<file path="src/design/nsp_pkg.sv">
`timescale 1ns / 1ps
package nsp_pkg;

  typedef enum logic [12:0] {
    PH_IDLE    = 13'b0000000000001,
    PH_LEN1    = 13'b0000000000010,
    PH_LEN2    = 13'b0000000000100,
    PH_HDR     = 13'b0000000001000,
    PH_NETDESC = 13'b0000000010000,
    PH_TSL1    = 13'b0000000100000,
    PH_TSL2    = 13'b0000001000000,
    PH_ENTRY   = 13'b0000010000000,
    PH_DTAG    = 13'b0000100000000,
    PH_DLEN    = 13'b0001000000000,
    PH_DBODY   = 13'b0010000000000,
    PH_CRC     = 13'b0100000000000,
    PH_SKIP    = 13'b1000000000000
  } phase_t;

  localparam logic [1:0] KIND_TS     = 2'd0;
  localparam logic [1:0] KIND_OK     = 2'd1;
  localparam logic [1:0] KIND_CRC    = 2'd2;
  localparam logic [1:0] KIND_STRUCT = 2'd3;

  localparam logic [7:0]  TAG_SAT   = 8'h43;
  localparam logic [7:0]  TAG_TERR  = 8'h5A;
  localparam logic [31:0] CRC_POLY  = 32'h04C11DB7;
  localparam logic [26:0] CAP_FREQ  = 27'd99999999;
  localparam logic [26:0] CAP_ORBIT = 27'd9999;
  localparam logic [26:0] CAP_SR    = 27'd9999999;

  typedef struct packed {
    logic [1:0]  kind;
    logic [15:0] ident;
    logic [15:0] original_net;
    logic        sat_present;
    logic [26:0] sat_frequency;
    logic [13:0] sat_orbit;
    logic [7:0]  sat_mode_bits;
    logic [23:0] sat_symbol_rate;
    logic [3:0]  sat_fec;
    logic        terr_present;
    logic [31:0] terr_frequency;
    logic [21:0] terr_params;
  } res_t;

  function automatic logic [31:0] crc_byte(input logic [31:0] c, input logic [7:0] b);
    logic [31:0] r;
    r = c ^ {b, 24'h0};
    for (int i = 0; i < 8; i++) begin
      r = r[31] ? ((r << 1) ^ CRC_POLY) : (r << 1);
    end
    return r;
  endfunction

  function automatic logic [7:0] bcd_pair(input logic [7:0] b);
    return ({4'h0, b[7:4]} * 8'd10) + {4'h0, b[3:0]};
  endfunction

  // acc*scale + digit, clamped at cap
  function automatic logic [26:0] bcd_step(input logic [26:0] acc, input logic [7:0] digit,
                                           input logic [6:0] scale, input logic [26:0] cap);
    logic [34:0] v;
    v = {8'h0, acc} * {28'h0, scale} + {27'h0, digit};
    return (v > {8'h0, cap}) ? cap : v[26:0];
  endfunction

endpackage

</file>
<file path="src/design/nsp_front.sv">
`timescale 1ns / 1ps
module nsp_front #(
  parameter int MAX_SECTION_BYTES = 1024
) (
  input  logic          clk,
  input  logic          rst_n,
  input  logic          take,
  input  logic [7:0]    data_byte,
  input  logic          section_start,
  output logic          push,
  output nsp_pkg::res_t push_res
);
  import nsp_pkg::*;

  localparam logic [12:0] MAX_B = 13'(MAX_SECTION_BYTES);

  phase_t      ph_r, ph_nxt;
  logic [11:0] sbl_r, sbl_nxt, tsl_r, tsl_nxt, edl_r, edl_nxt;
  logic [7:0]  tag_r, tag_nxt, dbl_r, dbl_nxt, dbi_r, dbi_nxt;
  logic [31:0] crc_r, crc_nxt;
  logic [37:0] hdr_r, hdr_nxt;
  logic        err_r, err_nxt;
  // entry record
  logic [15:0] tsid_r, tsid_nxt, onid_r, onid_nxt;
  logic        satp_r, satp_nxt, terp_r, terp_nxt;
  logic [26:0] freq_r, freq_nxt;
  logic [13:0] orb_r, orb_nxt;
  logic [7:0]  mode_r, mode_nxt;
  logic [23:0] sr_r, sr_nxt;
  logic [3:0]  fec_r, fec_nxt;
  logic [31:0] tf_r, tf_nxt;
  logic [21:0] tp_r, tp_nxt;

  logic        fin, st, ov;
  logic [11:0] v, sbl_d, tsl_d, edl_d;
  logic [26:0] t27;

  always_comb begin
    ph_nxt = ph_r;   sbl_nxt = sbl_r; tsl_nxt = tsl_r; edl_nxt = edl_r;
    tag_nxt = tag_r; dbl_nxt = dbl_r; dbi_nxt = dbi_r; crc_nxt = crc_r;
    hdr_nxt = hdr_r; err_nxt = err_r;
    tsid_nxt = tsid_r; onid_nxt = onid_r; satp_nxt = satp_r; terp_nxt = terp_r;
    freq_nxt = freq_r; orb_nxt = orb_r; mode_nxt = mode_r; sr_nxt = sr_r;
    fec_nxt = fec_r; tf_nxt = tf_r; tp_nxt = tp_r;
    fin = 1'b0; st = 1'b0; ov = 1'b0;
    v = 12'h0; t27 = 27'h0;
    sbl_d = sbl_r - 12'd1;
    tsl_d = tsl_r - 12'd1;
    edl_d = edl_r - 12'd1;
    if (section_start) begin
      // restart drops anything in flight
      sbl_nxt = 12'h0; tsl_nxt = 12'h0; edl_nxt = 12'h0;
      tag_nxt = 8'h0; dbl_nxt = 8'h0; dbi_nxt = 8'h0;
      hdr_nxt = 38'h0; err_nxt = 1'b0;
      tsid_nxt = 16'h0; onid_nxt = 16'h0; satp_nxt = 1'b0; terp_nxt = 1'b0;
      freq_nxt = 27'h0; orb_nxt = 14'h0; mode_nxt = 8'h0; sr_nxt = 24'h0;
      fec_nxt = 4'h0; tf_nxt = 32'h0; tp_nxt = 22'h0;
      crc_nxt = crc_byte(32'hFFFF_FFFF, data_byte);
      ph_nxt = PH_LEN1;
    end else if (ph_r != PH_IDLE) begin
      crc_nxt = crc_byte(crc_r, data_byte);
      v = {4'h0, data_byte};
      case (ph_r)
        PH_LEN1: begin
          sbl_nxt = {data_byte[3:0], 8'h0};
          ph_nxt = PH_LEN2;
        end
        PH_LEN2: begin
          v = {sbl_r[11:8], data_byte};
          if ({1'b0, v} + 13'd3 > MAX_B) begin
            ov = 1'b1;
            ph_nxt = PH_IDLE;
          end else begin
            sbl_nxt = v;
            dbi_nxt = 8'h0;
            ph_nxt = PH_HDR;
            if (v < 12'd13) err_nxt = 1'b1;
            if (v == 12'd0) st = 1'b1;
          end
        end
        default: begin
          sbl_nxt = sbl_d;
          case (ph_r)
            PH_HDR: begin
              case (dbi_r)
                8'd0: hdr_nxt[37:30] = data_byte;
                8'd1: hdr_nxt[29:22] = data_byte;
                8'd2: hdr_nxt[21:16] = data_byte[5:0];
                8'd3: hdr_nxt[15:8] = data_byte;
                8'd4: hdr_nxt[7:0] = data_byte;
                8'd5: tsl_nxt = {data_byte[3:0], 8'h0};
                default: begin
                  v = {tsl_r[11:8], data_byte};
                  if (err_r || ({1'b0, v} + 13'd6 > {1'b0, sbl_d})) begin
                    err_nxt = 1'b1; ph_nxt = PH_SKIP;
                  end else begin
                    tsl_nxt = v;
                    ph_nxt = (v != 12'd0) ? PH_NETDESC : PH_TSL1;
                  end
                end
              endcase
              dbi_nxt = dbi_r + 8'd1;
            end
            PH_NETDESC: begin
              tsl_nxt = tsl_d;
              if (tsl_d == 12'd0) ph_nxt = PH_TSL1;
            end
            PH_TSL1: begin
              tsl_nxt = {data_byte[3:0], 8'h0};
              ph_nxt = PH_TSL2;
            end
            PH_TSL2: begin
              v = {tsl_r[11:8], data_byte};
              if (v == 12'd0 || ({1'b0, v} + 13'd4 != {1'b0, sbl_d})) begin
                err_nxt = 1'b1; ph_nxt = PH_SKIP;
              end else begin
                tsl_nxt = v; dbi_nxt = 8'h0; ph_nxt = PH_ENTRY;
              end
            end
            PH_ENTRY: begin
              if (dbi_r == 8'd0 && tsl_r < 12'd6) begin
                err_nxt = 1'b1; ph_nxt = PH_SKIP;
              end else begin
                if (dbi_r == 8'd0) begin
                  tsid_nxt = 16'h0; onid_nxt = 16'h0; satp_nxt = 1'b0; terp_nxt = 1'b0;
                  freq_nxt = 27'h0; orb_nxt = 14'h0; mode_nxt = 8'h0; sr_nxt = 24'h0;
                  fec_nxt = 4'h0; tf_nxt = 32'h0; tp_nxt = 22'h0;
                end
                tsl_nxt = tsl_d;
                case (dbi_r)
                  8'd0: tsid_nxt[15:8] = data_byte;
                  8'd1: tsid_nxt[7:0] = data_byte;
                  8'd2: onid_nxt[15:8] = data_byte;
                  8'd3: onid_nxt[7:0] = data_byte;
                  8'd4: edl_nxt = {data_byte[3:0], 8'h0};
                  default: begin
                    v = {edl_r[11:8], data_byte};
                    if (v > tsl_d) begin
                      err_nxt = 1'b1; ph_nxt = PH_SKIP;
                    end else begin
                      edl_nxt = v;
                      if (v == 12'd0) fin = 1'b1;
                      else ph_nxt = PH_DTAG;
                    end
                  end
                endcase
                if (ph_nxt == PH_ENTRY && !fin) dbi_nxt = dbi_r + 8'd1;
              end
            end
            PH_DTAG: begin
              if (edl_r < 12'd2) begin
                err_nxt = 1'b1; ph_nxt = PH_SKIP;
              end else begin
                tsl_nxt = tsl_d; edl_nxt = edl_d;
                tag_nxt = data_byte; ph_nxt = PH_DLEN;
              end
            end
            PH_DLEN: begin
              tsl_nxt = tsl_d; edl_nxt = edl_d;
              if ({4'h0, data_byte} > edl_d ||
                  (tag_r == TAG_SAT && data_byte < 8'd11) ||
                  (tag_r == TAG_TERR && data_byte < 8'd7)) begin
                err_nxt = 1'b1; ph_nxt = PH_SKIP;
              end else begin
                if (tag_r == TAG_SAT) begin
                  freq_nxt = 27'h0; orb_nxt = 14'h0; mode_nxt = 8'h0;
                  sr_nxt = 24'h0; fec_nxt = 4'h0; satp_nxt = 1'b1;
                end else if (tag_r == TAG_TERR) begin
                  tf_nxt = 32'h0; tp_nxt = 22'h0; terp_nxt = 1'b1;
                end
                dbl_nxt = data_byte; dbi_nxt = 8'h0;
                if (data_byte != 8'd0) ph_nxt = PH_DBODY;
                else if (edl_d == 12'd0) fin = 1'b1;
                else ph_nxt = PH_DTAG;
              end
            end
            PH_DBODY: begin
              tsl_nxt = tsl_d; edl_nxt = edl_d;
              if (tag_r == TAG_SAT) begin
                if (dbi_r < 8'd4) begin
                  freq_nxt = bcd_step(freq_r, bcd_pair(data_byte), 7'd100, CAP_FREQ);
                end else if (dbi_r < 8'd6) begin
                  t27 = bcd_step({13'h0, orb_r}, bcd_pair(data_byte), 7'd100, CAP_ORBIT);
                  orb_nxt = t27[13:0];
                end else if (dbi_r == 8'd6) begin
                  mode_nxt = data_byte;
                end else if (dbi_r < 8'd10) begin
                  t27 = bcd_step({3'h0, sr_r}, bcd_pair(data_byte), 7'd100, CAP_SR);
                  sr_nxt = t27[23:0];
                end else if (dbi_r == 8'd10) begin
                  t27 = bcd_step({3'h0, sr_r}, {4'h0, data_byte[7:4]}, 7'd10, CAP_SR);
                  sr_nxt = t27[23:0];
                  fec_nxt = data_byte[3:0];
                end
              end else if (tag_r == TAG_TERR) begin
                if (dbi_r < 8'd4) tf_nxt = {tf_r[23:0], data_byte};
                else if (dbi_r == 8'd4) tp_nxt[21:16] = data_byte[7:2];
                else if (dbi_r == 8'd5) tp_nxt[15:8] = data_byte;
                else if (dbi_r == 8'd6) tp_nxt[7:0] = data_byte;
              end
              if (dbi_r != 8'd255) dbi_nxt = dbi_r + 8'd1;
              dbl_nxt = dbl_r - 8'd1;
              if (dbl_r == 8'd1) begin
                if (edl_d == 12'd0) fin = 1'b1;
                else ph_nxt = PH_DTAG;
              end
            end
            default: ;
          endcase
          if (fin) begin
            dbi_nxt = 8'h0;
            ph_nxt = (tsl_nxt != 12'd0) ? PH_ENTRY : PH_CRC;
          end
          if (sbl_d == 12'd0) st = 1'b1;
        end
      endcase
      if (st) ph_nxt = PH_IDLE;
    end
  end

  always_comb begin
    push_res = '0;
    push = fin | st | ov;
    if (ov) begin
      push_res.kind = KIND_STRUCT;
    end else if (st) begin
      push_res.kind = (crc_nxt != 32'h0) ? KIND_CRC : (err_nxt ? KIND_STRUCT : KIND_OK);
      push_res.ident = hdr_nxt[37:22];
      push_res.terr_params = hdr_nxt[21:0];
    end else begin
      push_res.kind = KIND_TS;
      push_res.ident = tsid_nxt;
      push_res.original_net = onid_nxt;
      push_res.sat_present = satp_nxt;
      push_res.sat_frequency = freq_nxt;
      push_res.sat_orbit = orb_nxt;
      push_res.sat_mode_bits = mode_nxt;
      push_res.sat_symbol_rate = sr_nxt;
      push_res.sat_fec = fec_nxt;
      push_res.terr_present = terp_nxt;
      push_res.terr_frequency = tf_nxt;
      push_res.terr_params = tp_nxt;
    end
    if (!take) push = 1'b0;
  end

  always_ff @(posedge clk) begin
    if (!rst_n) begin
      ph_r <= PH_IDLE; sbl_r <= '0; tsl_r <= '0; edl_r <= '0;
      tag_r <= '0; dbl_r <= '0; dbi_r <= '0; crc_r <= 32'hFFFF_FFFF;
      hdr_r <= '0; err_r <= 1'b0;
      tsid_r <= '0; onid_r <= '0; satp_r <= 1'b0; terp_r <= 1'b0;
      freq_r <= '0; orb_r <= '0; mode_r <= '0; sr_r <= '0;
      fec_r <= '0; tf_r <= '0; tp_r <= '0;
    end else if (take) begin
      ph_r <= ph_nxt; sbl_r <= sbl_nxt; tsl_r <= tsl_nxt; edl_r <= edl_nxt;
      tag_r <= tag_nxt; dbl_r <= dbl_nxt; dbi_r <= dbi_nxt; crc_r <= crc_nxt;
      hdr_r <= hdr_nxt; err_r <= err_nxt;
      tsid_r <= tsid_nxt; onid_r <= onid_nxt; satp_r <= satp_nxt; terp_r <= terp_nxt;
      freq_r <= freq_nxt; orb_r <= orb_nxt; mode_r <= mode_nxt; sr_r <= sr_nxt;
      fec_r <= fec_nxt; tf_r <= tf_nxt; tp_r <= tp_nxt;
    end
  end
endmodule

</file>
<file path="src/design/nsp_queue.sv">
`timescale 1ns / 1ps
module nsp_queue (
  input  logic          clk,
  input  logic          rst_n,
  input  logic          push,
  input  nsp_pkg::res_t push_res,
  input  logic          pop,
  output logic          not_empty,
  output logic          has_room,
  output nsp_pkg::res_t head
);
  import nsp_pkg::*;

  res_t        mem [4];
  logic [1:0]  wp_r, wp_nxt, rp_r, rp_nxt;
  logic [2:0]  cnt_r, cnt_nxt;

  assign not_empty = (cnt_r != 3'd0);
  assign has_room  = (cnt_r != 3'd4);
  assign head      = mem[rp_r];

  always_comb begin
    wp_nxt  = push ? wp_r + 2'd1 : wp_r;
    rp_nxt  = pop ? rp_r + 2'd1 : rp_r;
    cnt_nxt = cnt_r + {2'b0, push} - {2'b0, pop};
  end

  always_ff @(posedge clk) begin
    if (push) mem[wp_r] <= push_res;
  end

  always_ff @(posedge clk) begin
    if (!rst_n) begin
      wp_r <= '0; rp_r <= '0; cnt_r <= '0;
    end else begin
      wp_r <= wp_nxt; rp_r <= rp_nxt; cnt_r <= cnt_nxt;
    end
  end
endmodule

</file>
<file path="src/design/nsp_back.sv">
`timescale 1ns / 1ps
module nsp_back (
  input  logic          clk,
  input  logic          rst_n,
  input  logic          q_valid,
  input  nsp_pkg::res_t q_res,
  output logic          q_pop,
  output logic          out_valid,
  input  logic          out_ready,
  output nsp_pkg::res_t out_res
);
  import nsp_pkg::*;

  logic vld_r, vld_nxt;
  res_t res_r;

  assign q_pop     = q_valid && (!vld_r || out_ready);
  assign vld_nxt   = q_pop || (vld_r && !out_ready);
  assign out_valid = vld_r;
  assign out_res   = res_r;

  always_ff @(posedge clk) begin
    if (q_pop) res_r <= q_res;
  end

  always_ff @(posedge clk) begin
    if (!rst_n) vld_r <= 1'b0;
    else vld_r <= vld_nxt;
  end
endmodule

</file>
<file path="src/design/nit_section_parser.sv">
`timescale 1ns / 1ps
// NIT section parser: one section byte per cycle in, one word of results out.
// Throughput: one byte every cycle while the result queue has room.
// Results pass from the front through the result queue to a registered output.
// Reset (rst_n low, synchronous): parser idles until a section start byte,
// CRC preset to all ones, result queue and output register emptied.
module nit_section_parser #(
  parameter int MAX_SECTION_BYTES = 1024
) (
  input  logic        clk,
  input  logic        rst_n,
  input  logic        in_valid,
  output logic        in_ready,
  input  logic [7:0]  in_data_byte,
  input  logic        in_section_start,
  output logic        out_valid,
  input  logic        out_ready,
  output logic [1:0]  out_kind,
  output logic [15:0] out_ident,
  output logic [15:0] out_original_net,
  output logic        out_sat_present,
  output logic [26:0] out_sat_frequency,
  output logic [13:0] out_sat_orbit,
  output logic [7:0]  out_sat_mode_bits,
  output logic [23:0] out_sat_symbol_rate,
  output logic [3:0]  out_sat_fec,
  output logic        out_terr_present,
  output logic [31:0] out_terr_frequency,
  output logic [21:0] out_terr_params
);
  import nsp_pkg::*;

  logic take, push, q_ne, q_room, q_pop;
  res_t push_res, q_head, o_res;

  // a byte yields at most one word, so one free slot is enough to accept
  assign in_ready = q_room;
  assign take     = in_valid && in_ready;

  // front: byte walker, CRC and BCD conversion
  nsp_front #(.MAX_SECTION_BYTES(MAX_SECTION_BYTES)) u_front (
    .clk, .rst_n, .take,
    .data_byte(in_data_byte), .section_start(in_section_start),
    .push, .push_res
  );

  // four-word queue decouples parsing from the consumer
  nsp_queue u_queue (
    .clk, .rst_n, .push, .push_res, .pop(q_pop),
    .not_empty(q_ne), .has_room(q_room), .head(q_head)
  );

  // back: registered output word
  nsp_back u_back (
    .clk, .rst_n, .q_valid(q_ne), .q_res(q_head), .q_pop,
    .out_valid, .out_ready, .out_res(o_res)
  );

  assign out_kind            = o_res.kind;
  assign out_ident           = o_res.ident;
  assign out_original_net    = o_res.original_net;
  assign out_sat_present     = o_res.sat_present;
  assign out_sat_frequency   = o_res.sat_frequency;
  assign out_sat_orbit       = o_res.sat_orbit;
  assign out_sat_mode_bits   = o_res.sat_mode_bits;
  assign out_sat_symbol_rate = o_res.sat_symbol_rate;
  assign out_sat_fec         = o_res.sat_fec;
  assign out_terr_present    = o_res.terr_present;
  assign out_terr_frequency  = o_res.terr_frequency;
  assign out_terr_params     = o_res.terr_params;
endmodule

</file>
<file path="config.mk">
export PLATFORM = sky130hd
export DESIGN_NAME = nit_section_parser
export DESIGN_NICKNAME = d
export VERILOG_FILES = /design/src/design/nsp_pkg.sv /design/src/design/nsp_front.sv /design/src/design/nsp_queue.sv /design/src/design/nsp_back.sv /design/src/design/nit_section_parser.sv
export SDC_FILE = /design/constraint.sdc
export NUM_CORES = 2
export LEC_CHECK = 0
export BUFFER_PORTS_ARGS = -buffer_cell sky130_fd_sc_hd__buf_2
export CORE_ASPECT_RATIO = 0.8
export CORE_MARGIN = 2
export CORE_UTILIZATION = 62
export CTS_BUF_LIST = sky130_fd_sc_hd__clkbuf_4
export DETAILED_ROUTE_END_ITERATION = 7
export PLACE_DENSITY = 0.79
export SLEW_MARGIN = 20
export SYNTH_ARGS = -nofsm -noshare
export SYNTH_HDL_FRONTEND = slang
export SYNTH_SLANG_ARGS = --single-unit
</file>
<file path="constraint.sdc">
create_clock -name clk -period 14.21 [get_ports clk]
set_clock_uncertainty 0.15 [all_clocks]
set_input_delay 1.421 -clock clk [delete_from_list [all_inputs] [get_ports clk]]
set_output_delay 1.421 -clock clk [all_outputs]
set_load 0.01 [all_outputs]
</file>
==> qor.txt <==
Mean Syn Cell Area: 11.0 um^2
Final HPWL DP: 126000 um
final net count: 6483
Yosys top cell area share: 39.5%
Die Height: 290 um
mapped cell area: 63500 um^2
reg2reg start: u_front.tsl_r[0]$_SDFFE_PN0P_
most frequent cells in the layout: edfxtp_1, nor2_1, nand2_1, clkbuf_4, a21oi_1
CTS max path bufs: 4
R2R cell count: 19
Remaining DRCs: 0
endpoints failing setup: 0
max-cap violation count: 0
P&R area growth vs syn: 9.34%
CP required: 15040 ps
CTS tree: done
first-pass GRT wire length: 277000 um
crit share post-route: 52.3%
std cell rows: 104
Final min period: 7430 ps
Final Hold Violating Endpoints: 0
total power per unit cell area: 131 nW/um^2
commonest non-fill, non-tap cell in the layout: edfxtp_1
share of layout cells above drive strength 1: 15.8%
count of cell types in the netlist: 109
Max VDD drop: 0.123 mV
Avg WL per Cell: 24.0 um
Hold Path Class: flop to flop
Crit Path Max Fanout: 30
net count after synthesis: 6211
post-synthesis async set-or-reset flop share: 0%
cell leakage power: 0.0264 uW
Least-Margin Pin Slew: 1250 ps
post-synthesis sequential area ratio: 49.5%
port buffer count: 181
reg2reg setup slack: 6810 ps
Initial Util: 62.8%
Antenna Violating Nets Remaining: 0
setup bufs post-CTS: 0
Startpoint Class: primary input
RePlAce Congestion: 1.00
Die W: 362 um
YS warnings: 0
Clock Tree Root: clkbuf_4
Max-slew headroom: 16.4%
CTS resizes: 0
synth top area cells: edfxtp_1, dfxtp_1, ha_1
Clock Sinks: 1152
arrival time worst endpoint: 8260 ps
post-synthesis cell count: 5795
Iter 0 DRT Violations: 6927
CP Capture Type: flop
Setup CP Type: primary input to flop
hold buffers post-CTS: 0
FF+latch count, synth: 1152
end of the critical path: u_queue.mem[0][67]$_DFFE_PP_
initial antenna violation count: 5
CP Launch Point: in_data_byte[5]
reg-to-reg critical path endpoint: u_queue.mem[2][143]$_DFFE_PP_
RSZ-0062 raised after global routing: no
max-slew violation count: 0
Top Ports: 182
non-filler cells, final: 7615
total chip power: 9110 uW
number of clock buffers inserted by TritonCTS: 297
core area: 101000 um^2
DR pass1 iterations: 8
status: finished clean
H-tree lvl count: 5
Clock Latency Late Sink: 1300 ps
Clk pin slew, worst setup/hold paths: 70 ps
Vias: 50300
total negative setup slack: 0 ps
grt total ovfl: 0
largest area contributor in the netlist: edfxtp_1
drt total wl: 182000 um
Post-synth EDFFs: 835
GRT Util Overall: 34.2%
largest net degree at the start of global routing: 87
commonest register cell after synthesis: edfxtp_1
die area: 105000 um^2
vias in the first global route: 47300
vias per std cell: 6.60
Max Freq: 135 MHz
Inst Count DP: 7093
[worst max-delay path, cell delays in order]
cell and delay (ps):
buf_2 80, buf_4 520, ha_1 370, ha_1 240, fa_1 550, nand3_1 120, mux2i_1 140, a22o_1 270
ha_1 340, nor2_1 90, a211oi_1 720, and4_1 420, nand2_1 160, nor4_1 640, nand2_1 110, o32ai_1 500
nand4b_2 660, or2_1 540, o211ai_1 340
[final cells by class]
class / instances / area, um^2
Sequential cell: 1152 / 31400
Clock buffer: 430 / 3230
Timing Repair Buffer: 272 / 1590
Multi-Input combinational cell: 4066 / 30000
Fill cell: 7397 / 31700
Tap cell: 1325 / 1660
Clock inverter: 84 / 460
Inverter: 278 / 1050
Antenna cell: 8 / 20.0
[metal layers]
layer  routed length, um  up-vias  global-route usage [%]
li1                    -    22400                       -
met1               75700    24200                    50.6
met2               78200     3220                    48.8
met3               22800      445                    9.11
met4                5810        2                    11.8
met5                  12        -                       0
[worst min-delay path by stage]
stage                                         startpoint                             end  slack (ps)  cells after the start
after floorplan            u_front.hdr_r[0]$_SDFFE_PN0P_   u_front.hdr_r[0]$_SDFFE_PN0P_         290                      2
after global placement    u_front.hdr_r[13]$_SDFFE_PN0P_  u_front.hdr_r[13]$_SDFFE_PN0P_         290                      2
after detailed placement   u_front.hdr_r[8]$_SDFFE_PN0P_   u_front.hdr_r[8]$_SDFFE_PN0P_         300                      2
after CTS                                      out_ready     u_back.out_valid$_SDFF_PN0_         250                      4
after global routing      u_front.hdr_r[14]$_SDFFE_PN0P_  u_front.hdr_r[14]$_SDFFE_PN0P_         320                      2
final                       u_front.tp_r[1]$_SDFFE_PN0P_    u_front.tp_r[1]$_SDFFE_PN0P_         310                      2
[cell usage after synthesis, types with 34 or more instances]
master / n
edfxtp_1: 835
nor2_1: 563
nand2_1: 540
a21oi_1: 369
ha_1: 345
dfxtp_1: 317
inv_1: 270
clkbuf_1: 231
xnor2_1: 193
a22oi_1: 181
mux4_2: 167
o21ai_0: 163
nor3_1: 134
nand3_1: 111
xor2_1: 96
o21ai_1: 93
a21o_1: 72
nand4_1: 67
fa_1: 58
o211ai_1: 58
a31oi_1: 50
and2_1: 49
and3_1: 48
or3_1: 48
buf_1: 45
nor4_1: 43
a211oi_1: 36
o21a_1: 36
o221ai_1: 36
nand2b_1: 34
[sequential cells by signal, indices dropped and copies added, names as in the netlist, 3 cells and up]
name            count
u_front.tsid_r     16
u_front.tf_r       32
u_queue.mem       668
u_front.dbi_r       8
u_front.edl_r      12
u_front.sbl_r      12
u_front.tsl_r      12
u_front.tag_r       8
u_front.tp_r       22
u_front.crc_r      32
u_front.freq_r     27
u_front.sr_r       24
u_back.out_res    167
u_front.ph_r       13
u_front.onid_r     16
u_front.dbl_r       8
u_queue.cnt_r       3
u_front.mode_r      8
u_front.fec_r       4
u_front.orb_r      14
u_front.hdr_r      38
[cell families after synthesis]
group	share of synthesized area (%)
AND/OR/NAND/NOR	13.3
AO/OA/AOI/OAI	14.3
flip-flops	49.5
buffers and inverters	3.47
adder cells (fa/ha/maj)	8.63
XOR/XNOR	4.32
multiplexers	6.54
[per-stage QoR]
stage          hold slack (ps)  instance area [um^2]  utilization [%]  setup WS, ps
2_1_floorplan              287                 63500                -          2130
3_3_place_gp               292                 65700             65.0          6010
3_5_place_dp               297                 65700             65.0          5880
4_1_cts                    248                 69400             68.6          7080
5_1_grt                    321                 69400             68.6          6470
6_report                   310                 69400             68.6          6780
[power breakdown]
group | internal (uW) | switching [uW] | total [uW]
logic | 883 | 1230 | 2120
registers | 4010 | 162 | 4170
clock network | 1480 | 1340 | 2820
No activity file was read; power rests on OpenSTA's default activity.
